--- src/wcs_pkg.sv ---
// ============================================================================
// wcs_pkg
// Shared types and constants for the window class histogram scorer: field
// widths, class codes, register indexes and the controller-to-datapath command.
// ============================================================================
package wcs_pkg;

  // Field and storage widths
  localparam int PIX_W       = 8;
  localparam int COUNT_W     = 12;
  localparam int TOTAL_W     = 14;
  localparam int FRAC_W      = 17;
  localparam int CFG_W       = 17;
  localparam int CFG_IDX_W   = 2;
  localparam int PROD_W      = 2 * FRAC_W;
  localparam int TOL_W       = PROD_W + 1;
  localparam int NUM_CLASS   = 4;
  localparam int CLASS_IDX_W = 2;
  localparam int VOTE_W      = 3;
  localparam int VOTE_SHIFT  = 14;

  // Stream payload widths, padded to whole bytes
  localparam int S_TDATA_W = 40;
  localparam int M_TDATA_W = 24;

  // Window geometry
  localparam int WINDOW_SIDE_DEF = 40;
  localparam int COUNT_CAP_MAX   = 4095;

  // Fraction divider: one quotient bit per cycle, 17 bits per class
  localparam int DIV_STEPS  = 17;
  localparam int DIV_STEP_W = 5;

  // Score limits, Q1.16: other above 0.8, class two above 0.9
  localparam logic [FRAC_W-1:0] OTHER_LIMIT       = 17'd52428;
  localparam logic [FRAC_W-1:0] CH2_LIMIT         = 17'd58982;
  localparam logic [FRAC_W-1:0] SCORE_POINT_EIGHT = 17'd52429;

  // Register reset values
  localparam logic [CFG_W-1:0] ABS_RESET    = 17'd5243;
  localparam logic [CFG_W-1:0] REL_RESET    = 17'd5243;
  localparam logic [CFG_W-1:0] ACCEPT_RESET = 17'd36045;
  localparam logic [PIX_W-1:0] FLOOR_RESET  = 8'd5;

  // Class codes
  localparam logic [CLASS_IDX_W-1:0] CLS_CH0   = 2'd0;
  localparam logic [CLASS_IDX_W-1:0] CLS_CH1   = 2'd1;
  localparam logic [CLASS_IDX_W-1:0] CLS_CH2   = 2'd2;
  localparam logic [CLASS_IDX_W-1:0] CLS_OTHER = 2'd3;

  // Configuration register indexes
  typedef enum logic [CFG_IDX_W-1:0] {
    REG_ABS    = 2'd0,
    REG_REL    = 2'd1,
    REG_ACCEPT = 2'd2,
    REG_FLOOR  = 2'd3
  } cfg_reg_e;

  // Four Q1.16 fractions, one per class
  typedef logic [NUM_CLASS-1:0][FRAC_W-1:0] frac_vec_t;

  // Controller to datapath command
  typedef struct packed {
    logic                   pix_en;
    logic                   sum_en;
    logic                   div_en;
    logic                   div_first;
    logic                   div_last;
    logic [CLASS_IDX_W-1:0] div_idx;
    logic                   tol_en;
    logic                   score_en;
    logic                   ref_seed;
    logic                   out_load;
  } wcs_cmd_t;

endpackage

--- src/wcs_dp.sv ---
// ============================================================================
// wcs_dp
// Datapath: configuration registers, class counters, serial fraction divider,
// tolerance multiplier, window scoring and the result register.
// ============================================================================
module wcs_dp #(
  parameter int WINDOW_SIDE = wcs_pkg::WINDOW_SIDE_DEF
) (
  input  logic                          clk_i,
  input  logic                          rst_ni,
  input  logic                          cfg_we_i,
  input  logic [wcs_pkg::CFG_IDX_W-1:0] cfg_idx_i,
  input  logic [wcs_pkg::CFG_W-1:0]     cfg_data_i,
  input  logic                          in_bounds_i,
  input  logic [wcs_pkg::PIX_W-1:0]     lightness_i,
  input  logic [wcs_pkg::PIX_W-1:0]     chan_zero_i,
  input  logic [wcs_pkg::PIX_W-1:0]     chan_one_i,
  input  logic [wcs_pkg::PIX_W-1:0]     chan_two_i,
  input  logic                          mode_i,
  input  logic                          last_i,
  input  wcs_pkg::wcs_cmd_t             cmd_i,
  output logic [wcs_pkg::FRAC_W-1:0]    score_o,
  output logic                          accept_o
);
  import wcs_pkg::*;

  localparam int AREA    = WINDOW_SIDE * WINDOW_SIDE;
  localparam int CAP_INT = (AREA < COUNT_CAP_MAX) ? AREA : COUNT_CAP_MAX;
  localparam logic [COUNT_W-1:0] COUNT_CAP = COUNT_W'(CAP_INT);

  // Configuration registers
  logic [CFG_W-1:0] abs_q, rel_q, accept_thr_q;
  logic [PIX_W-1:0] floor_q;

  // Window state
  logic [NUM_CLASS-1:0][COUNT_W-1:0] count_q;
  frac_vec_t                         frac_q, seed_q, prev_q;
  logic                              mode_q;
  logic [TOTAL_W-1:0]                total_q;

  // Divider
  logic [TOTAL_W-1:0] rem_q;
  logic [FRAC_W-1:0]  quo_q;
  logic [TOTAL_W:0]   trial;
  logic               trial_ge;
  logic [TOTAL_W:0]   trial_sub;
  logic [FRAC_W-1:0]  quo_next;

  // Scoring
  frac_vec_t          ref_prev, ref_seed, ref_sel;
  logic [PROD_W-1:0]  prod;
  logic [TOL_W-1:0]   tol_d, tol_q;
  logic [FRAC_W-1:0]  score_cur;
  logic [FRAC_W-1:0]  s_prev_q, s_seed_q, best;
  logic [FRAC_W-1:0]  score_q;
  logic               accept_q;

  // Pixel classification
  logic                   cls_valid;
  logic [CLASS_IDX_W-1:0] cls;

  // Score one window against a reference with full or half tolerance
  function automatic logic [FRAC_W-1:0] score_fn(input frac_vec_t r, input frac_vec_t c,
                                                 input logic [TOL_W-1:0] tol,
                                                 input logic half);
    logic [FRAC_W-1:0] d;
    logic [TOL_W-1:0]  dsh;
    logic [VOTE_W-1:0] votes;
    logic [FRAC_W-1:0] res;
    votes = '0;
    for (int i = 0; i < NUM_CLASS; i++) begin
      d   = (r[i] > c[i]) ? (r[i] - c[i]) : (c[i] - r[i]);
      dsh = half ? {1'b0, d, 17'b0} : {2'b0, d, 16'b0};
      if (dsh < tol) begin
        votes = votes + VOTE_W'(1);
      end
    end
    if (c[CLS_OTHER] > OTHER_LIMIT || r[CLS_OTHER] > OTHER_LIMIT) begin
      res = '0;
    end else if (c[CLS_CH2] > CH2_LIMIT || r[CLS_CH2] > CH2_LIMIT) begin
      res = SCORE_POINT_EIGHT;
    end else begin
      res = {votes, {VOTE_SHIFT{1'b0}}};
    end
    return res;
  endfunction

  // Write configuration registers
  always_ff @(posedge clk_i or negedge rst_ni) begin
    if (!rst_ni) begin
      abs_q        <= ABS_RESET;
      rel_q        <= REL_RESET;
      accept_thr_q <= ACCEPT_RESET;
      floor_q      <= FLOOR_RESET;
    end else if (cfg_we_i) begin
      unique case (cfg_reg_e'(cfg_idx_i))
        REG_ABS:    abs_q        <= cfg_data_i;
        REG_REL:    rel_q        <= cfg_data_i;
        REG_ACCEPT: accept_thr_q <= cfg_data_i;
        REG_FLOOR:  floor_q      <= cfg_data_i[PIX_W-1:0];
        default:    ;
      endcase
    end
  end

  // Classify the incoming pixel: other first, then first channel above floor
  always_comb begin
    cls_valid = 1'b0;
    cls       = CLS_OTHER;
    if (in_bounds_i) begin
      priority if (lightness_i == '0) begin
        cls_valid = 1'b1;
        cls       = CLS_OTHER;
      end else if (chan_zero_i > floor_q) begin
        cls_valid = 1'b1;
        cls       = CLS_CH0;
      end else if (chan_one_i > floor_q) begin
        cls_valid = 1'b1;
        cls       = CLS_CH1;
      end else if (chan_two_i > floor_q) begin
        cls_valid = 1'b1;
        cls       = CLS_CH2;
      end
    end
  end

  // Count classes, saturate at the cap, clear when the result is loaded
  always_ff @(posedge clk_i or negedge rst_ni) begin
    if (!rst_ni) begin
      count_q <= '0;
    end else if (cmd_i.out_load) begin
      count_q <= '0;
    end else if (cmd_i.pix_en && cls_valid && count_q[cls] < COUNT_CAP) begin
      count_q[cls] <= count_q[cls] + COUNT_W'(1);
    end
  end

  // Latch mode on the last pixel and the window total
  always_ff @(posedge clk_i) begin
    if (cmd_i.pix_en && last_i) begin
      mode_q <= mode_i;
    end
    if (cmd_i.sum_en) begin
      total_q <= TOTAL_W'(count_q[0]) + TOTAL_W'(count_q[1])
               + TOTAL_W'(count_q[2]) + TOTAL_W'(count_q[3]);
    end
  end

  // One restoring division step: first step loads the count itself
  always_comb begin
    trial     = cmd_i.div_first ? (TOTAL_W+1)'(count_q[cmd_i.div_idx]) : {rem_q, 1'b0};
    trial_ge  = trial >= {1'b0, total_q};
    trial_sub = trial - {1'b0, total_q};
    quo_next  = {quo_q[FRAC_W-2:0], trial_ge};
  end

  always_ff @(posedge clk_i) begin
    if (cmd_i.div_en) begin
      rem_q <= trial_ge ? trial_sub[TOTAL_W-1:0] : trial[TOTAL_W-1:0];
      quo_q <= quo_next;
      if (cmd_i.div_last) begin
        frac_q[cmd_i.div_idx] <= (total_q == '0) ? '0 : quo_next;
      end
    end
  end

  // Reference selection: a new seed window compares against itself
  assign ref_prev = mode_q ? frac_q : prev_q;
  assign ref_seed = mode_q ? frac_q : seed_q;
  assign ref_sel  = cmd_i.ref_seed ? ref_seed : ref_prev;

  // Tolerance: abs << 16 plus reference class-one fraction times rel
  assign prod      = ref_sel[CLS_CH1] * rel_q;
  assign tol_d     = {2'b0, abs_q, 16'b0} + TOL_W'(prod);
  assign score_cur = score_fn(ref_sel, frac_q, tol_q, !cmd_i.ref_seed);
  assign best      = (s_prev_q > s_seed_q) ? s_prev_q : s_seed_q;

  always_ff @(posedge clk_i) begin
    if (cmd_i.tol_en) begin
      tol_q <= tol_d;
    end
    if (cmd_i.score_en && !cmd_i.ref_seed) begin
      s_prev_q <= score_cur;
    end
    if (cmd_i.score_en && cmd_i.ref_seed) begin
      s_seed_q <= score_cur;
    end
    if (cmd_i.out_load) begin
      score_q  <= best;
      accept_q <= best >= accept_thr_q;
    end
  end

  // Advance reference windows when the result is loaded
  always_ff @(posedge clk_i or negedge rst_ni) begin
    if (!rst_ni) begin
      seed_q <= '0;
      prev_q <= '0;
    end else if (cmd_i.out_load) begin
      prev_q <= frac_q;
      if (mode_q) begin
        seed_q <= frac_q;
      end
    end
  end

  assign score_o  = score_q;
  assign accept_o = accept_q;

endmodule

--- src/wcs_ctrl.sv ---
// ============================================================================
// wcs_ctrl
// Controller: sequences pixel intake, window total, serial division, the two
// scoring passes and the result hand-off.
// ============================================================================
module wcs_ctrl (
  input  logic              clk_i,
  input  logic              rst_ni,
  input  logic              s_valid_i,
  input  logic              s_last_i,
  output logic              s_ready_o,
  output logic              m_valid_o,
  input  logic              m_ready_i,
  output wcs_pkg::wcs_cmd_t cmd_o
);
  import wcs_pkg::*;

  typedef enum logic [2:0] {
    ST_ACCUM,
    ST_SUM,
    ST_DIVIDE,
    ST_TOLP,
    ST_SCRP,
    ST_TOLS,
    ST_SCRS,
    ST_EMIT
  } state_e;

  localparam logic [DIV_STEP_W-1:0]  STEP_LAST  = DIV_STEP_W'(DIV_STEPS - 1);
  localparam logic [CLASS_IDX_W-1:0] CLASS_LAST = CLASS_IDX_W'(NUM_CLASS - 1);

  state_e                 state_q;
  logic [CLASS_IDX_W-1:0] div_idx_q;
  logic [DIV_STEP_W-1:0]  div_step_q;
  logic                   out_valid_q;
  logic                   pix_acc;
  logic                   out_free;
  wcs_cmd_t               cmd;

  assign pix_acc  = s_valid_i && (state_q == ST_ACCUM);
  assign out_free = !out_valid_q || m_ready_i;

  // Decode commands from the current state
  always_comb begin
    cmd           = '0;
    cmd.pix_en    = pix_acc;
    cmd.div_idx   = div_idx_q;
    cmd.div_first = (div_step_q == '0);
    cmd.div_last  = (div_step_q == STEP_LAST);
    unique case (state_q)
      ST_ACCUM:  ;
      ST_SUM:    cmd.sum_en = 1'b1;
      ST_DIVIDE: cmd.div_en = 1'b1;
      ST_TOLP:   cmd.tol_en = 1'b1;
      ST_SCRP:   cmd.score_en = 1'b1;
      ST_TOLS: begin
        cmd.tol_en   = 1'b1;
        cmd.ref_seed = 1'b1;
      end
      ST_SCRS: begin
        cmd.score_en = 1'b1;
        cmd.ref_seed = 1'b1;
      end
      ST_EMIT:   cmd.out_load = out_free;
      default:   ;
    endcase
  end

  // Hold state, divider counters and output valid
  always_ff @(posedge clk_i or negedge rst_ni) begin
    if (!rst_ni) begin
      state_q     <= ST_ACCUM;
      div_idx_q   <= '0;
      div_step_q  <= '0;
      out_valid_q <= 1'b0;
    end else begin
      if (cmd.out_load) begin
        out_valid_q <= 1'b1;
      end else if (m_ready_i) begin
        out_valid_q <= 1'b0;
      end
      unique case (state_q)
        ST_ACCUM: begin
          if (pix_acc && s_last_i) begin
            state_q <= ST_SUM;
          end
        end
        ST_SUM: begin
          div_idx_q  <= '0;
          div_step_q <= '0;
          state_q    <= ST_DIVIDE;
        end
        ST_DIVIDE: begin
          if (div_step_q == STEP_LAST) begin
            div_step_q <= '0;
            div_idx_q  <= div_idx_q + CLASS_IDX_W'(1);
            if (div_idx_q == CLASS_LAST) begin
              state_q <= ST_TOLP;
            end
          end else begin
            div_step_q <= div_step_q + DIV_STEP_W'(1);
          end
        end
        ST_TOLP: state_q <= ST_SCRP;
        ST_SCRP: state_q <= ST_TOLS;
        ST_TOLS: state_q <= ST_SCRS;
        ST_SCRS: state_q <= ST_EMIT;
        ST_EMIT: begin
          if (out_free) begin
            state_q <= ST_ACCUM;
          end
        end
        default: state_q <= ST_ACCUM;
      endcase
    end
  end

  assign s_ready_o = (state_q == ST_ACCUM);
  assign m_valid_o = out_valid_q;
  assign cmd_o     = cmd;

`ifndef NO_ASSERTIONS
  a_step_range: assert property (@(posedge clk_i) disable iff (!rst_ni)
    state_q == ST_DIVIDE |-> div_step_q <= STEP_LAST)
    else $error("divider step counter out of range");

  a_sum_after_last: assert property (@(posedge clk_i) disable iff (!rst_ni)
    state_q == ST_SUM |-> $past(state_q == ST_ACCUM && s_valid_i && s_last_i))
    else $error("window closed without an accepted last pixel");

  a_div_complete: assert property (@(posedge clk_i) disable iff (!rst_ni)
    state_q == ST_TOLP |->
      $past(state_q == ST_DIVIDE && div_idx_q == CLASS_LAST && div_step_q == STEP_LAST))
    else $error("scoring started before all fractions were divided");

  a_emit_waits: assert property (@(posedge clk_i) disable iff (!rst_ni)
    state_q == ST_EMIT && out_valid_q && !m_ready_i |=> state_q == ST_EMIT)
    else $error("result dropped while output register was full");

  a_load_sets_valid: assert property (@(posedge clk_i) disable iff (!rst_ni)
    cmd.out_load |=> m_valid_o)
    else $error("loaded result not presented");
`endif

endmodule

--- src/window_class_histogram_scorer.sv ---
// ============================================================================
// window_class_histogram_scorer
// Classifies the pixels of a square window, turns the class counts into
// Q1.16 fractions and scores the window against the previous and seed windows.
// ============================================================================
// Pixels enter at one per clock while the block is counting. The transaction
// with tlast closes the window; s_axis_tready then stays low while the block
// totals the counts, runs the bit-serial divider (17 quotient bits for
// each of the four classes), uses the shared tolerance multiplier for the
// two scoring passes and loads the result register, and longer if the
// previous result has not yet been taken. The next window's pixels are
// accepted while the result waits on the master side.
module window_class_histogram_scorer #(
  parameter int WINDOW_SIDE = wcs_pkg::WINDOW_SIDE_DEF
) (
  input  logic                          clk_i,
  input  logic                          rst_ni,
  // Configuration write port
  input  logic                          cfg_we_i,
  input  logic [wcs_pkg::CFG_IDX_W-1:0] cfg_idx_i,
  input  logic [wcs_pkg::CFG_W-1:0]     cfg_data_i,
  // Pixel stream
  input  logic                          s_axis_tvalid,
  output logic                          s_axis_tready,
  // [0] in_bounds, [8:1] lightness, [16:9] chan_zero, [24:17] chan_one,
  // [32:25] chan_two, [39:33] zero
  input  logic [wcs_pkg::S_TDATA_W-1:0] s_axis_tdata,
  input  logic                          s_axis_tuser,  // [0] mode
  input  logic                          s_axis_tlast,  // last_pixel
  // Result stream
  output logic                          m_axis_tvalid,
  input  logic                          m_axis_tready,
  // [16:0] score, [17] accept, [23:18] zero
  output logic [wcs_pkg::M_TDATA_W-1:0] m_axis_tdata
);
  import wcs_pkg::*;

  wcs_cmd_t          cmd;
  logic [FRAC_W-1:0] score;
  logic              accept;

  wcs_ctrl u_ctrl (
    .clk_i     (clk_i),
    .rst_ni    (rst_ni),
    .s_valid_i (s_axis_tvalid),
    .s_last_i  (s_axis_tlast),
    .s_ready_o (s_axis_tready),
    .m_valid_o (m_axis_tvalid),
    .m_ready_i (m_axis_tready),
    .cmd_o     (cmd)
  );

  wcs_dp #(
    .WINDOW_SIDE (WINDOW_SIDE)
  ) u_dp (
    .clk_i       (clk_i),
    .rst_ni      (rst_ni),
    .cfg_we_i    (cfg_we_i),
    .cfg_idx_i   (cfg_idx_i),
    .cfg_data_i  (cfg_data_i),
    .in_bounds_i (s_axis_tdata[0]),
    .lightness_i (s_axis_tdata[8:1]),
    .chan_zero_i (s_axis_tdata[16:9]),
    .chan_one_i  (s_axis_tdata[24:17]),
    .chan_two_i  (s_axis_tdata[32:25]),
    .mode_i      (s_axis_tuser),
    .last_i      (s_axis_tlast),
    .cmd_i       (cmd),
    .score_o     (score),
    .accept_o    (accept)
  );

  // Pack the result
  assign m_axis_tdata = {{(M_TDATA_W - FRAC_W - 1){1'b0}}, accept, score};

endmodule

--- config.mk ---
export PLATFORM = sky130hd
export DESIGN_NAME = window_class_histogram_scorer
export DESIGN_NICKNAME = d
export VERILOG_FILES = /design/src/wcs_pkg.sv /design/src/wcs_dp.sv /design/src/wcs_ctrl.sv /design/src/window_class_histogram_scorer.sv
export SDC_FILE = /design/constraint.sdc
export NUM_CORES = 2
export LEC_CHECK = 0
export ABC_AREA = 1
export BUFFER_PORTS_ARGS = -buffer_cell sky130_fd_sc_hd__buf_2
export CAP_MARGIN = 10
export CORE_UTILIZATION = 54
export DETAILED_ROUTE_END_ITERATION = 12
export PLACE_DENSITY = 0.69
export SETUP_SLACK_MARGIN = 0.1
export SLEW_MARGIN = 20
export SYNTH_ARGS = -nofsm -noshare
export SYNTH_HDL_FRONTEND = slang
export SYNTH_HIERARCHICAL = 1
export SYNTH_SLANG_ARGS = --single-unit
--- constraint.sdc ---
create_clock -name clk_i -period 9.1 [get_ports clk_i]
set_input_delay 1.365 -clock clk_i [delete_from_list [all_inputs] [get_ports clk_i]]
set_output_delay 1.365 -clock clk_i [all_outputs]
set_load 0.1 [all_outputs]
# After elaboration in Yosys (flattened, before gate mapping)

Index checks and enable logic that the tools add are counted.

Add/subtract/negate cells: 19
Div/mod/pow operators: 0
Shift-type cells: 0
Bitwise operators: 0
Order comparisons: 23
Reduce and logical (&&, ||, !) cells: 31
Muxes and demuxes: 60
Multiply operators: 1
Equality and inequality tests: 16

Operator list:

| cell                 | number |
|---|---|
| $mux 68              | 3 |
| $mux 17              | 9 |
| $lt 35x35->1         | 4 |
| $mux 34              | 4 |
| $sub 17x17->17       | 8 |
| $mux 48              | 2 |
| $gt 17x17->1         | 5 |
| $bwmux 68            | 1 |
| $gt 17x16->1 const B | 4 |
| $bmux 12 s2          | 2 |
| $bwmux 48            | 1 |
| $mux 12              | 3 |
| $add 33x34->35       | 1 |
| $demux 17 s2         | 1 |
| $mul 17x17->34       | 1 |
| $add 14x12->14       | 2 |
| $demux 12 s2         | 1 |
| $gt 8x8->1           | 3 |
| $pmux 3 s8           | 1 |
| $mux 3               | 7 |
| $ge 17x17->1         | 1 |
| $ge 15x14->1         | 1 |
| $mux 1               | 15 |
| $mux 15              | 1 |
| other kinds (35)     | 69 |

Flip-flop bits (word level): 454
Bits in latches: 0
Bits in writable memories: 0
Word-level logic and storage cells: 183
ROM bits: 0
Memories: 0

# Depth between registers and ports, before layout

Word-level depth: 17
Gate-level depth with buffers: 46
Mapped depth without buffers: 38

# Hierarchy

Netlist, hierarchy kept.

By module, submodules not included:

| module                        | cells each | area each (sq um) | instances |
|---|---|---|---|
| wcs_dp                        | 4970       | 39630.5           | 1 |
| wcs_ctrl                      | 93         | 675.6             | 1 |
| window_class_histogram_scorer | 8          | 56.3              | 1 |

# Least setup slack after synthesis

Ideal clock, no wire load.

Path kind: reg-to-reg
From: register u_ctrl.state_q[1]
To: register u_dp.tol_q[31] (data pin)
Required time: 8.834 ns
Stages on the path, launching flop included: 35
Arrival time: 7.003 ns
Path slack: 1.831 ns
Cell sequence: dfrtp_1 > nand2_1 > inv_2 > nor3_1 > buf_2 > buf_2 > buf_2 > buf_1 > a21oi_1 > o21ai_0 > o21ai_1 > inv_1 > clkbuf_1 > nand2_1 > fa_1 > inv_1 > fa_1 > inv_1 > fa_1 > inv_1 > fa_1 > fa_1 > inv_1 > fa_1 > inv_1 > ha_1 > a21oi_1 > inv_1 > a31oi_1 > o21ai_0 > a21oi_1 > o21bai_1 > nand3_1 > o2111ai_1 > xor2_1

RTL lines:

| element                | line           | source |
|---|---|---|
| start, declared        | wcs_ctrl.sv:32 | `state_e state_q;` |
| start signal, assigned | wcs_ctrl.sv:72 | `state_q <= ST_ACCUM;` |
| start signal, assigned | wcs_ctrl.sv:85 | `state_q <= ST_SUM;` |
| start signal, assigned | wcs_ctrl.sv:91 | `state_q <= ST_DIVIDE;` |
| end signal, assigned   | wcs_dp.sv:180  | `tol_q <= tol_d;` |
| end, declared          | wcs_dp.sv:52   | `logic [TOL_W-1:0] tol_d, tol_q;` |

==> impl_metrics.yaml <==
status:
  status: "completed"
clock_tree:
  cts_root_buf: "clkbuf_16"
  cts.path.max_buffers: 3
  clock_sinks: 415
  cts_resized: 0
  cts-buffers-inserted: 48
  cts_tree: "built"
  cts_hold_buf: 0
  insertion_delay_ns: 0.63
  clk_pin_slew_ns: 0.07
  post_cts_buffers: 0
  htreeDepth: 2
synthesis:
  syn_inst: 5071
  synth-seq-cells: 415
  synth_top_cells_by_area: "dfrtp_1, fa_1, ha_1"
  synth_warnings: 6
  synth.most_common_cell: "nand2_1"
  synth_edf_count: 161
  syn_area_sq_um: 40400
  synth.distinct_cells: 71
  ys_async_sr_fraction_pct: 61.2
  synth_top_area_share_pct: 14.1
  syn_area_per_cell_sq_um: 7.96
  synthTopCellsByCount: "nand2_1, inv_1, ha_1, nor2_1, o21ai_0"
  ys_seq_area_share_pct: 27.8
  yosys.area.top_type: "dfrtp_1"
  synth_top_flop_cell: "dfrtp_1"
timing:
  post-route-period-util_pct: 87.3
  rsz0062_at_grt: "false"
  worst_pin_slew_ns: 1.15
  fin_skew_ns: 0.0420
  max_freq_mhz: 126
  setup_viol: 0
  timing.final.max_slew_violations: 0
  relSlewSlack_pct: 23.3
  hold_viol: 0
  totalNegativeSetupSlack_ns: 0
  layout_min_cycle_time_ns: 7.94
global_route:
  grt_pass1_vias: 32421
  antenna_found_initial: 7
  gr-usage-all-layers_pct: 29.1
  grt_pass1_wl_mm: 174
  grt_max_degree: 118
  gr-total-overflow: 0
floorplanning:
  num_io_pins: 92
  die_h_um: 275
  core_sq_um: 73500
  die-area_sq_um: 75800
  die_w_um: 275
  start_util_pct: 54.9
  rows: 99
route:
  drc: 0
  ant_nets: 0
  routed_wl_mm: 109
  dr.first_iter.drc_count: 2525
  num_vias: 33483
  wire_per_inst_um: 18.0
  dr.pass1.iters: 6
  via_per_inst: 5.52
worst_setup_path:
  start_kind: "flop"
  critPathCaptureType: "flop"
  required_ns: 9.45
  critPathKind: "reg2reg"
  r2r_setup_slack_ns: 1.16
  worstPathMaxFanout: 66
  cp.arrival_ns: 8.29
final_layout:
  stdcell_area_sq_um: 43300
  fin_cells: 6068
  syn2layout_area_growth_pct: 7.24
  layout-drive-gt1-share_pct: 7.32
  final_nets: 5802
  nFillCells: 6736
placed_design:
  io_buffers: 71
  place_area_sq_um: 41500
  place_congestion: 0.929
  place_hpwl_mm: 83.5
  placed_cells: 5974
hold_path:
  min_path_type: "reg2reg"
flow_run:
  drv_cap: 0
## critical path: stages (launching register included)
cell,delay (ns)
dfrtp_1,0.46
inv_2,0.12
nor3_2,0.26
buf_12,0.32
o21ai_0,0.24
o21ai_0,0.12
buf_4,0.25
clkinv_1,0.46
nand2_1,0.24
fa_1,0.44
inv_1,0.08
fa_1,0.43
fa_1,0.52
fa_1,0.53
fa_1,0.56
inv_1,0.06
fa_1,0.57
inv_1,0.06
ha_1,0.39
a21oi_1,0.16
inv_1,0.08
a31oi_1,0.14
o21ai_0,0.10
a21oi_1,0.30
o21bai_1,0.21
nand3_1,0.13
o2111ai_1,0.16
xor2_1,0.18
## metrics by stage
step	worst slack (ns)	hold slack (ns)	utilization, %
final	1.16	0.454	58.9
after global routing	0.780	0.457	58.9
after floorplan	1.83	0.426	-
after detailed placement	1.26	0.434	56.6
after CTS	1.22	0.453	58.9
after global placement	1.45	0.429	56.6
## placed cells by master, fill, tap and decap left out, drive strengths merged, types with 13 or more instances in the layout
master,Yosys,routed
a21o,16,16
a21oi,271,271
buf,87,130
clkbuf,109,57
clkinv,14,34
conb,2,13
dfrtp,228,228
dfstp,26,26
edfxtp,161,161
fa,275,275
ha,395,395
inv,876,878
nand2,1062,1062
nand3,333,333
nand4,44,44
nor2,413,413
nor3,25,25
o21ai,358,358
o21bai,18,18
o221ai,15,15
o22ai,49,49
xnor2,40,40
xor2,140,140
## final cells by class
| class | count | area (sq um) | share of cell area (%) |
|---|---|---|---|
| repair buffers | 130 | 858 | 1.98 |
| well taps | 959 | 1200 | 2.77 |
| clock inverters | 33 | 427 | 0.986 |
| diodes | 3 | 7.51 | 0.0173 |
| clock buffers | 57 | 1270 | 2.95 |
| multi-input cells | 3581 | 25000 | 57.6 |
| inverters | 890 | 3340 | 7.72 |
| flip-flops and latches | 415 | 11200 | 25.9 |
## cells by family (layout without fill, tap and decap cells)
logic type,count (synthesis),after routing,synth area share (%)
fa+ha+maj,670,670,25.9
other cells,2,16,0.0186
flops,415,415,27.8
simple gates,1900,1900,20.3
xor+xnor,180,180,3.91
mux,1,1,0.0248
compound gates,817,817,11.5
buf+inv,1086,1110,10.6
## final timing paths
path,to,cells past startpoint,start
min in group asynchronous,u_dp/count_q[27],1,rst_ni
max in group asynchronous,u_dp/seed_q[2],2,rst_ni
min,u_dp/quo_q[3],0,u_dp/quo_q[2]
min reg2reg,u_dp/quo_q[3],0,u_dp/quo_q[2]
max reg2reg,u_dp/tol_q[31],27,u_ctrl/state_q[2]
max,u_dp/tol_q[31],27,u_ctrl/state_q[2]
## routing by layer
| metal | routed length [um] | global-route usage (%) |
|---|---|---|
| met2 | 51400 | 48.4 |
| met3 | 6950 | 3.07 |
| met1 | 48200 | 40.4 |
| met4 | 2750 | 8.27 |
| met5 | 13 | 0 |
## sequential cells by signal, indices dropped and copies added (netlist names)
name,count
u_dp/frac_q,68
u_dp/prev_q,68
u_dp/seed_q,68
u_dp/count_q,48
u_dp/tol_q,35
u_dp/abs_q,17
u_dp/accept_thr_q,17
u_dp/rel_q,17
u_dp/quo_q,16
u_dp/rem_q,14
u_dp/total_q,14
u_dp/floor_q,8
u_ctrl/div_step_q,5
u_dp/s_prev_q,4
u_dp/s_seed_q,4
u_dp/score_o,4
u_ctrl/state_q,3
u_ctrl/div_idx_q,2
u_ctrl/m_valid_o,1
u_dp/accept_o,1
u_dp/mode_q,1
Power is left out: the tool's default activity adds up to more than one toggle a clock period on the data nets, which glitch-free logic cannot reach.
